--- config.mk ---
export PLATFORM = sky130hd
export DESIGN_NAME = two_button_debounce_long_press_flat
export DESIGN_NICKNAME = d
export VERILOG_FILES = /design/src/rtl/tbdlp_pkg.sv /design/src/rtl/tbdlp_ifs.sv /design/src/rtl/two_button_debounce_long_press.sv /design/src/flat_wrapper.sv
export SDC_FILE = /design/constraint.sdc
export NUM_CORES = 1
export LEC_CHECK = 0
export BUFFER_PORTS_ARGS = -buffer_cell sky130_fd_sc_hd__buf_2
export CORE_MARGIN = 2
export CORE_UTILIZATION = 50
export DETAILED_ROUTE_END_ITERATION = 10
export PLACE_DENSITY = 0.72
export REMOVE_ABC_BUFFERS = 1
export SKIP_LAST_GASP = 1
export SLEW_MARGIN = 10
export SYNTH_ARGS = -nofsm -noshare
export SYNTH_HDL_FRONTEND = slang
export SYNTH_SLANG_ARGS = --single-unit
--- constraint.sdc ---
create_clock -name clk_i -period 8.5 [get_ports clk_i]
set_input_delay 0.425 -clock clk_i [delete_from_list [all_inputs] [get_ports clk_i]]
set_output_delay 0.425 -clock clk_i [all_outputs]
set_load 0.05 [all_outputs]
--- src/rtl/tbdlp_pkg.sv ---
// Package for the two-button debounce with long press.
// Holds the event codes, register indexes and reset values.
// No dependencies.
package tbdlp_pkg;

  // Event codes given once per poll.
  typedef enum logic [1:0] {
    EV_NONE      = 2'd0,
    EV_SHORT_ONE = 2'd1,
    EV_SHORT_TWO = 2'd2,
    EV_LONG      = 2'd3
  } event_e;

  // Configuration register indexes.
  typedef enum logic {
    REG_DEBOUNCE   = 1'b0,
    REG_LONG_PRESS = 1'b1
  } reg_idx_e;

  localparam int unsigned TimeW     = 32;
  localparam int unsigned DebounceW = 16;
  localparam int unsigned CfgDataW  = 32;

  localparam logic [DebounceW-1:0] DebounceReset  = 16'd50;
  localparam logic [TimeW-1:0]     LongPressReset = 32'd5000;

endpackage

--- src/rtl/tbdlp_ifs.sv ---
// Valid/ready channel interfaces for the poll requests and the event results.
// Depends on tbdlp_pkg for the field widths.
interface tbdlp_poll_if;
  import tbdlp_pkg::*;
  logic             valid;
  logic             ready;
  logic [TimeW-1:0] now_ms;
  logic             level_one;
  logic             level_two;

  modport source (output valid, output now_ms, output level_one, output level_two,
                  input ready);
  modport sink (input valid, input now_ms, input level_one, input level_two,
                output ready);
endinterface

interface tbdlp_event_if;
  logic       valid;
  logic       ready;
  logic [1:0] event_code;

  modport source (output valid, output event_code, input ready);
  modport sink (input valid, input event_code, output ready);
endinterface

--- src/rtl/two_button_debounce_long_press.sv ---
// Two-button debounce with a both-held long press; one event per poll request.
// The poll is captured in the input register, and its event moves to the result
// register once that register is empty or being taken by the receiver.
// Throughput: one poll per cycle while the receiver takes events; an input register
// and a result register bracket one 32-bit subtract and compare per time check.
// Reset (rst_ni low, asynchronous): buttons released, no hold, stamps zero,
// debounce 50 ms, long press 5000 ms. Depends on tbdlp_pkg and tbdlp_ifs.
module two_button_debounce_long_press
  import tbdlp_pkg::*;
(
  input  logic           clk_i,
  input  logic           rst_ni,
  input  logic           cfg_we_i,
  input  logic           cfg_idx_i,
  input  logic [CfgDataW-1:0] cfg_wdata_i,
  tbdlp_poll_if.sink     in_ch,
  tbdlp_event_if.source  out_ch
);

  // Configuration registers.
  logic [DebounceW-1:0] debounce_q;
  logic [TimeW-1:0]     long_press_q;

  always_ff @(posedge clk_i or negedge rst_ni) begin
    if (!rst_ni) begin
      debounce_q   <= DebounceReset;
      long_press_q <= LongPressReset;
    end else if (cfg_we_i) begin
      case (reg_idx_e'(cfg_idx_i))
        REG_DEBOUNCE:   debounce_q   <= cfg_wdata_i[DebounceW-1:0];
        REG_LONG_PRESS: long_press_q <= cfg_wdata_i[TimeW-1:0];
        default:        ;
      endcase
    end
  end

  // Input register stage.
  logic             s1_valid_q;
  logic [TimeW-1:0] now_q;
  logic             lvl1_q, lvl2_q;
  logic             out_valid_q;
  logic [1:0]       event_q;
  logic             s1_advance;

  assign s1_advance   = !out_valid_q || out_ch.ready;
  assign in_ch.ready  = !s1_valid_q || s1_advance;

  always_ff @(posedge clk_i or negedge rst_ni) begin
    if (!rst_ni) begin
      s1_valid_q <= 1'b0;
    end else if (in_ch.ready) begin
      s1_valid_q <= in_ch.valid;
    end
  end

  always_ff @(posedge clk_i) begin
    if (in_ch.valid && in_ch.ready) begin
      now_q  <= in_ch.now_ms;
      lvl1_q <= in_ch.level_one;
      lvl2_q <= in_ch.level_two;
    end
  end

  // Button and hold state.
  logic             prev1_q, prev1_d, prev2_q, prev2_d;
  logic [TimeW-1:0] stamp1_q, stamp1_d, stamp2_q, stamp2_d;
  logic [TimeW-1:0] hold_start_q, hold_start_d;
  logic             hold_active_q, hold_active_d;
  logic             hold_fired_q, hold_fired_d;
  event_e           event_d;

  logic [TimeW-1:0] hold_start_eff, hold_diff, diff1, diff2;
  logic             deb1_ok, deb2_ok, edge1;

  // Step logic for the poll held in the input register.
  always_comb begin
    prev1_d       = prev1_q;
    prev2_d       = prev2_q;
    stamp1_d      = stamp1_q;
    stamp2_d      = stamp2_q;
    hold_start_d  = hold_start_q;
    hold_active_d = hold_active_q;
    hold_fired_d  = hold_fired_q;
    event_d       = EV_NONE;
    edge1         = 1'b0;

    hold_start_eff = hold_active_q ? hold_start_q : now_q;
    hold_diff      = now_q - hold_start_eff;
    diff1          = now_q - stamp1_q;
    diff2          = now_q - stamp2_q;
    deb1_ok        = diff1 > {{(TimeW-DebounceW){1'b0}}, debounce_q};
    deb2_ok        = diff2 > {{(TimeW-DebounceW){1'b0}}, debounce_q};

    if (!lvl1_q && !lvl2_q) begin
      // Both held: start or continue the hold, fire the long press once.
      hold_active_d = 1'b1;
      hold_start_d  = hold_start_eff;
      if (!hold_fired_q && (hold_diff >= long_press_q)) begin
        hold_fired_d = 1'b1;
        event_d      = EV_LONG;
      end else begin
        prev1_d = 1'b0;
        prev2_d = 1'b0;
      end
    end else if (hold_active_q && lvl1_q && lvl2_q) begin
      // Both released after a hold: end it with no event.
      hold_active_d = 1'b0;
      hold_fired_d  = 1'b0;
      prev1_d       = 1'b1;
      prev2_d       = 1'b1;
    end else begin
      // Independent debounce; button 1 has priority.
      if ((lvl1_q != prev1_q) && deb1_ok) begin
        stamp1_d = now_q;
        prev1_d  = lvl1_q;
        edge1    = !lvl1_q;
      end
      if (edge1) begin
        event_d = EV_SHORT_ONE;
      end else if ((lvl2_q != prev2_q) && deb2_ok) begin
        stamp2_d = now_q;
        prev2_d  = lvl2_q;
        if (!lvl2_q) begin
          event_d = EV_SHORT_TWO;
        end
      end
    end
  end

  // State and result registers, updated as the poll moves to the output.
  always_ff @(posedge clk_i or negedge rst_ni) begin
    if (!rst_ni) begin
      prev1_q       <= 1'b1;
      prev2_q       <= 1'b1;
      stamp1_q      <= '0;
      stamp2_q      <= '0;
      hold_start_q  <= '0;
      hold_active_q <= 1'b0;
      hold_fired_q  <= 1'b0;
      out_valid_q   <= 1'b0;
      event_q       <= EV_NONE;
    end else if (s1_advance) begin
      out_valid_q <= s1_valid_q;
      if (s1_valid_q) begin
        prev1_q       <= prev1_d;
        prev2_q       <= prev2_d;
        stamp1_q      <= stamp1_d;
        stamp2_q      <= stamp2_d;
        hold_start_q  <= hold_start_d;
        hold_active_q <= hold_active_d;
        hold_fired_q  <= hold_fired_d;
        event_q       <= event_d;
      end
    end
  end

  assign out_ch.valid      = out_valid_q;
  assign out_ch.event_code = event_q;

endmodule

--- src/flat_wrapper.sv ---
// flat-port wrapper written by rule: the top's interface ports become plain ports
module two_button_debounce_long_press_flat import tbdlp_pkg::*;
  (clk_i, rst_ni, cfg_we_i, cfg_idx_i, cfg_wdata_i, in_ch_valid, in_ch_now_ms, in_ch_level_one, in_ch_level_two, in_ch_ready, out_ch_valid, out_ch_event_code, out_ch_ready);
  tbdlp_poll_if in_ch_i ();
  tbdlp_event_if out_ch_i ();
  input  logic clk_i;
  input  logic rst_ni;
  input  logic cfg_we_i;
  input  logic cfg_idx_i;
  input  logic [CfgDataW-1:0] cfg_wdata_i;
  input wire logic [$bits(in_ch_i.valid)-1:0] in_ch_valid;
  input wire logic [$bits(in_ch_i.now_ms)-1:0] in_ch_now_ms;
  input wire logic [$bits(in_ch_i.level_one)-1:0] in_ch_level_one;
  input wire logic [$bits(in_ch_i.level_two)-1:0] in_ch_level_two;
  output wire logic [$bits(in_ch_i.ready)-1:0] in_ch_ready;
  output wire logic [$bits(out_ch_i.valid)-1:0] out_ch_valid;
  output wire logic [$bits(out_ch_i.event_code)-1:0] out_ch_event_code;
  input wire logic [$bits(out_ch_i.ready)-1:0] out_ch_ready;
  assign in_ch_i.valid = in_ch_valid;
  assign in_ch_i.now_ms = in_ch_now_ms;
  assign in_ch_i.level_one = in_ch_level_one;
  assign in_ch_i.level_two = in_ch_level_two;
  assign in_ch_ready = in_ch_i.ready;
  assign out_ch_valid = out_ch_i.valid;
  assign out_ch_event_code = out_ch_i.event_code;
  assign out_ch_i.ready = out_ch_ready;
  two_button_debounce_long_press u_core (.clk_i(clk_i), .rst_ni(rst_ni), .cfg_we_i(cfg_we_i), .cfg_idx_i(cfg_idx_i), .cfg_wdata_i(cfg_wdata_i), .in_ch(in_ch_i), .out_ch(out_ch_i));
endmodule
**After elaboration in Yosys (flattened, before gate mapping)**

Cells that the tools add are included.

- Output and inout port bits: 4
- Flip-flop bits (word level): 186
- Input port bits: 72
- Logic and storage cells: 79

- Equal/unequal tests: 5
- Muxes and demuxes: 22
- Reduce and logical (&&, ||, !) cells: 27
- Order comparisons: 3
- Add/sub/neg operators: 3
- Bitwise gates (word level): 4

Operators by type and width:

| cell | number |
|---|---|
| subtractor 32 bit | 3 |
| > comparator 32 x 16 -> 1 bit | 2 |
| >= comparator 32 bit | 1 |
| 2-to-1 mux 32 bit | 1 |
| 2-to-1 mux 1 bit | 15 |
| 2-to-1 mux 2 bit | 6 |
| AND reduction 5 bit | 2 |
| AND reduction 4 bit | 2 |
| logical AND 1 bit | 7 |
| AND reduction 2 bit | 3 |
| AND reduction 3 bit | 2 |
| AND reduction 6 bit | 1 |
| nonzero test 3 bit | 2 |
| logical NOT 1 bit | 5 |
| inequality test 2 bit (second input constant) | 2 |
| inverter 1 bit | 4 |
| inequality test 3 x 1 -> 1 bit (second input constant) | 1 |
| logical OR 1 bit | 2 |
| inequality test 1 bit | 2 |
| nonzero test 2 bit | 1 |

**Depth between registers and ports, before layout**

- Depth after elaboration: 9
- Depth in mapped cells: 29
- Mapped depth without buffers: 28

**Least setup slack after synthesis**

Ideal clock, no wire load.

- Path kind: register -> register
- From: register u_core.hold_active_q
- To: register u_core.prev1_q
- Data required time: 8.427 ns
- Data arrival time: 5.605 ns
- Cell stages (with the launch flop): 24
- Clock period less this slack: 5.678 ns
- Buffers on the path: 2
- Path slack: 2.822 ns
- Library setup time: 0.073 ns
- Cells stage by stage: dfrtp_1 > clkbuf_1 > buf_1 > mux2i_1 > ha_1 > a21o_1 > a21o_1 > a21o_1 > a21o_1 > a2111oi_0 > o21ai_0 > nand2_1 > nor4_1 > o31a_1 > o41ai_1 > xnor2_1 > ha_1 > nand2_1 > or3_1 > nor4_1 > a21oi_1 > o41ai_1 > nand2b_1 > o2bb2ai_1

- Cells in the longest elaborated chain, start to end: 6

Ends and longest elaborated chain:

| what | RTL line | source |
|---|---|---|
| start: declaration | two_button_debounce_long_press.sv:68 | `logic hold_active_q, hold_active_d;` |
| start signal: assignment | two_button_debounce_long_press.sv:150 | `hold_active_q <= hold_active_d;` |
| 2-to-1 mux 32 bit | two_button_debounce_long_press.sv:87 | `hold_start_eff = hold_active_q ? hold_start_q : now_q;` |
| subtractor 32 bit | two_button_debounce_long_press.sv:88 | `hold_diff = now_q - hold_start_eff;` |
| >= comparator 32 bit | two_button_debounce_long_press.sv:98 | `if (!hold_fired_q && (hold_diff >= long_press_q)) begin` |
| logical AND 1 bit | two_button_debounce_long_press.sv:98 |  |
| inequality test 2 bit (no source line) | - |  |
| AND reduction 4 bit (no source line) | - |  |
| end signal: assignment | two_button_debounce_long_press.sv:145 | `prev1_q <= prev1_d;` |
| end: declaration | two_button_debounce_long_press.sv:65 | `logic prev1_q, prev1_d, prev2_q, prev2_d;` |

Several ways; a longest one is shown, not always the timed one.
A chain may end at the register's enable or synchronous reset.

**Worst setup path in the final report**

- From: register u_core.hold_active_q
- To: register u_core.prev2_q

- Cells in the longest elaborated chain, start to end: 6

Ends and longest elaborated chain:

| what | RTL line | source |
|---|---|---|
| 2-to-1 mux 32 bit | two_button_debounce_long_press.sv:87 |  |
| named net u_core.hold_start_eff[0] | two_button_debounce_long_press.sv:72 | `logic [TimeW-1:0] hold_start_eff, hold_diff, diff1, diff2;` |
| subtractor 32 bit | two_button_debounce_long_press.sv:88 |  |
| >= comparator 32 bit | two_button_debounce_long_press.sv:98 |  |
| logical AND 1 bit | two_button_debounce_long_press.sv:98 |  |
| inequality test 2 bit (no source line) | - |  |
| AND reduction 5 bit (no source line) | - |  |
| end signal: assignment | two_button_debounce_long_press.sv:146 | `prev2_q <= prev2_d;` |
| end: declaration | two_button_debounce_long_press.sv:65 |  |

The timed path passes the listed nets, and every way through them passes these cells.

==> metrics <==
Slew Viols, Final 0; Critical Path Start Type flip-flop; CTS max path bufs 2; Logic pwr share 60.4%; Max Freq 0.152 GHz; Hold Vio Cnt, Final 0; vias 11.1k; flop-to-flop setup slack 1.90 ns; clk root buf clkbuf_16; largest net degree at the start of global routing 85; Post-Route Setup TNS 0 ns; met1 usage 31.5%; Tcrit/Tclk final 77.6%; DR DRC count 0; Starting Density between 50% and 60%; WS Path Type flip-flop to flip-flop; PwrDens 350 nW/um2; I/O pin cnt 76; GRT overflow 0; CP max-delay cell dfrtp_2; post-synthesis cell type count 73; grt peak-use layer met2; CTS H-tree lvls 4; DRT Pass-1 Iters 5; Post-synth EDFFs 34; pin slew with the least headroom to its limit approximately 1.1 ns; First DRT Iteration DRCs 630; largest area contributor in the netlist dfrtp_1; reg2reg start u_core.hold_active_q; Switching Fraction 43.3%; HP Class primary input to asynchronous set/reset pin; CP Capture Type flip-flop; Ys Warns 0; vias in the first global route between 10k and 15k; Mean Syn Cell Area 9.50 um2; hold_buf cts 0; Worst Path Buf+Inv 1; number of max-cap violations 0; WL/cell 17.2 um; post-CTS sizing 0; grt met2 use 37.8%; share of flip-flops with an asynchronous set or reset 81.7%; Worst EP arrival 6.95 ns; met3 usage 4.19%; CTS tree yes; clock skew 0.0157 ns; HPWL Detailed 25,200 um; Critical R2R Capture u_core.prev2_q; Clk pwr share 14.4%; Worst VDD drop 144 uV; initial antenna violation count 0; die width about 170 um; # setup viols final 0; Synth top area share 25.5%; sequential share of power 25.2%; # Post-CTS Setup Buffers 0; CP peak stage delay roughly 1.1 ns; cell leakage power 7.18 nW; final wirelength 32,800 um; crit path max fanout 39; Nets 1,756; Int Power between 3 and 4 mW; RD Place Congestion 0.859; die height 171 um; Primary FF master, synth dfrtp_1; delay-heaviest family, CP compound AO/OA/AOI/OAI gates; status finished, final reports clean; Site Rows 61; fin crit period 6.60 ns; Clock Sink Count about 190; Setup crit start u_core.hold_active_q; hold_ws 0.0364 ns; Buffers on Ports 75; sequential share of the synthesized area 34.8%; area delta synth->final 9.37%; fill count between 2k and 2.5k; storage element area ~4800 um2; number of diodes 0; layout cells sized above 1 15.0%; CP Data Required Time approximately 8.9 ns; die area 29,200 um2; core area about 28,000 um2; post-route ant nets 0; cell depth of the worst flop-to-flop path 24; slew margin rel. between 20 and 30%; RSZ-0062 raised after global routing no; global-route wire length before repair approximately 53,000 um; Seq cells post-synth ~190; Global Route Usage Sum 23.1%; area occupied by multi-input gates 8410 um2; DR vias/cell 5.79; Mapped Area 13,900 um2; main area contributors after synthesis dfrtp_1 26%, ha_1 14%, edfxtp_1 7.3%; crit-path cells nand2_1 > o21ai_0 > ha_1 > inv_1 > fa_1 > a21o_1 > a21oi_1 > nor2b_1 > o21bai_1 > a32o_1 > o21ai_0 > nand2_1 > nor4_1 > o31a_1 > o41ai_1 > xnor2_1 > ha_1 > nand2_1 > or3_1 > nor4_1 > a21oi_1 > o41ai_1 > a21oi_1 > o211ai_1; Mapped Cells 1,464; Num CTS Buffers 17; clock latency on the worst-skew pair ~0.44 ns; Net Switching 2.30 mW; clock transition at the registers of the reported paths 0.07 ns
==> flip-flops by register name (all words and copies together) (netlist names), 2 cells and up <==
signal,count
u_core.hold_start_q,32
u_core.stamp1_q,32
u_core.long_press_q,32
u_core.debounce_q,16
u_core.now_q,32
u_core.stamp2_q,32
u_core.out_ch.event_code,2
==> routing by layer <==
metal / wire, um / part of all wire, %
met5: 0 / 0
met2: 15000 / 46
met3: 1850 / 5.6
met4: 626 / 1.9
met1: 15400 / 47
==> layout by cell type (no fill, tap or decap), drive strengths merged, types with 6 or more instances in the layout <==
master  count
nand4      19
inv       137
o21ai      78
a211oi     11
nor4       13
clkbuf     20
o31a        6
dfstp      10
or3        10
nand2      94
o21a       19
mux2      100
o21bai      6
o211ai     10
nor3       16
a31oi      12
and3        7
a21oi     144
mux2i      35
a21o       52
and2        7
nor2b      20
dfrtp     142
nand2b     16
buf        81
edfxtp     34
nor2       93
xnor2      46
xor2       23
ha        158
nand3      31
==> metrics by stage <==
step | cells | worst slack [ns] | cell area (um2) | utilization [%] | total power [mW]
floorplan | 1423 | 2.62 | 13700 | - | 3.82
global placement | 1882 | 2.26 | 14700 | 53.2 | 4.42
detailed placement | 1882 | 2.08 | 14700 | 53.2 | 4.52
CTS | 1914 | 1.95 | 15200 | 55.2 | 5.32
global route | 1914 | 1.24 | 15200 | 55.2 | 5.79
finish | 1914 | 1.90 | 15200 | 55.2 | 5.32
==> power by group through the flow <==
stage | Sequential, mW | Combinational (mW) | Clock [mW]
final | 1.34 | 3.22 | 0.768
after global routing | 1.37 | 3.60 | 0.825
after CTS | 1.34 | 3.20 | 0.786
after detailed placement | 1.35 | 3.17 | 0
after global placement | 1.34 | 3.08 | 0
after floorplan | 1.30 | 2.51 | 0
==> Yosys cell counts (12+ instances only) <==
cell type and number:
dfrtp_1 142, nand4_1 19, inv_1 134, o21ai_0 75, nor3_1 15, o21a_1 19
nand3_1 31, nand2_1 94, nor2_1 93, xnor2_1 46, edfxtp_1 34, a31oi_1 12
mux2_4 30, nor4_1 12, nor2b_1 20, clkbuf_1 28, mux2i_1 35, mux2_2 63
nand2b_1 16, a21oi_1 143, ha_1 158, xor2_1 23, a21o_1 52
==> logic make-up after synthesis <==
kind of cell | synth area share [%]
AOI/OAI and AO/OA | 17.8
and+or+nand+nor | 12.1
DFF | 34.8
buffers and inverters | 4.93
adders and majority gates | 14.6
muxes | 11.4
xor gates and xnor gates | 4.34
==> worst max-delay path by stage <==
stage                           to  slack (ns)  depth (start not counted)
floorplan           u_core.prev1_q        2.62                         21
CTS                 u_core.prev2_q        1.95                         24
detailed placement  u_core.prev2_q        2.08                         24
global route        u_core.prev2_q        1.24                         24
finish              u_core.prev2_q        1.90                         24
global placement    u_core.prev1_q        2.26                         24
==> final cells by class <==
cell class | instances | area share (%)
Clock inverter | 12 | 0.756
Inverter | 134 | 3.31
Clock buffer | 20 | 2.94
Tap cell | 378 | 3.11
Timing Repair Buffer | 81 | 2.80
Multi-Input combinational cell | 1103 | 55.3
Sequential cell | 186 | 31.8
==> worst register-to-register path, cell delays in order (launching register included) <==
cell	delay, ns
dfrtp_2	1.05
nand2_1	0.12
o21ai_0	0.15
ha_1	0.22
inv_1	0.05
fa_1	0.40
a21o_1	0.18
a21oi_1	0.26
nor2b_1	0.11
o21bai_1	0.20
a32o_1	0.29
o21ai_0	0.18
nand2_1	0.18
nor4_1	0.09
o31a_1	0.30
o41ai_1	0.34
xnor2_1	0.12
ha_1	0.28
nand2_1	0.06
or3_1	0.41
nor4_1	0.32
a21oi_1	0.18
o41ai_1	0.70
a21oi_1	0.18
o211ai_1	0.14
Power figures use the tool's default switching activity.
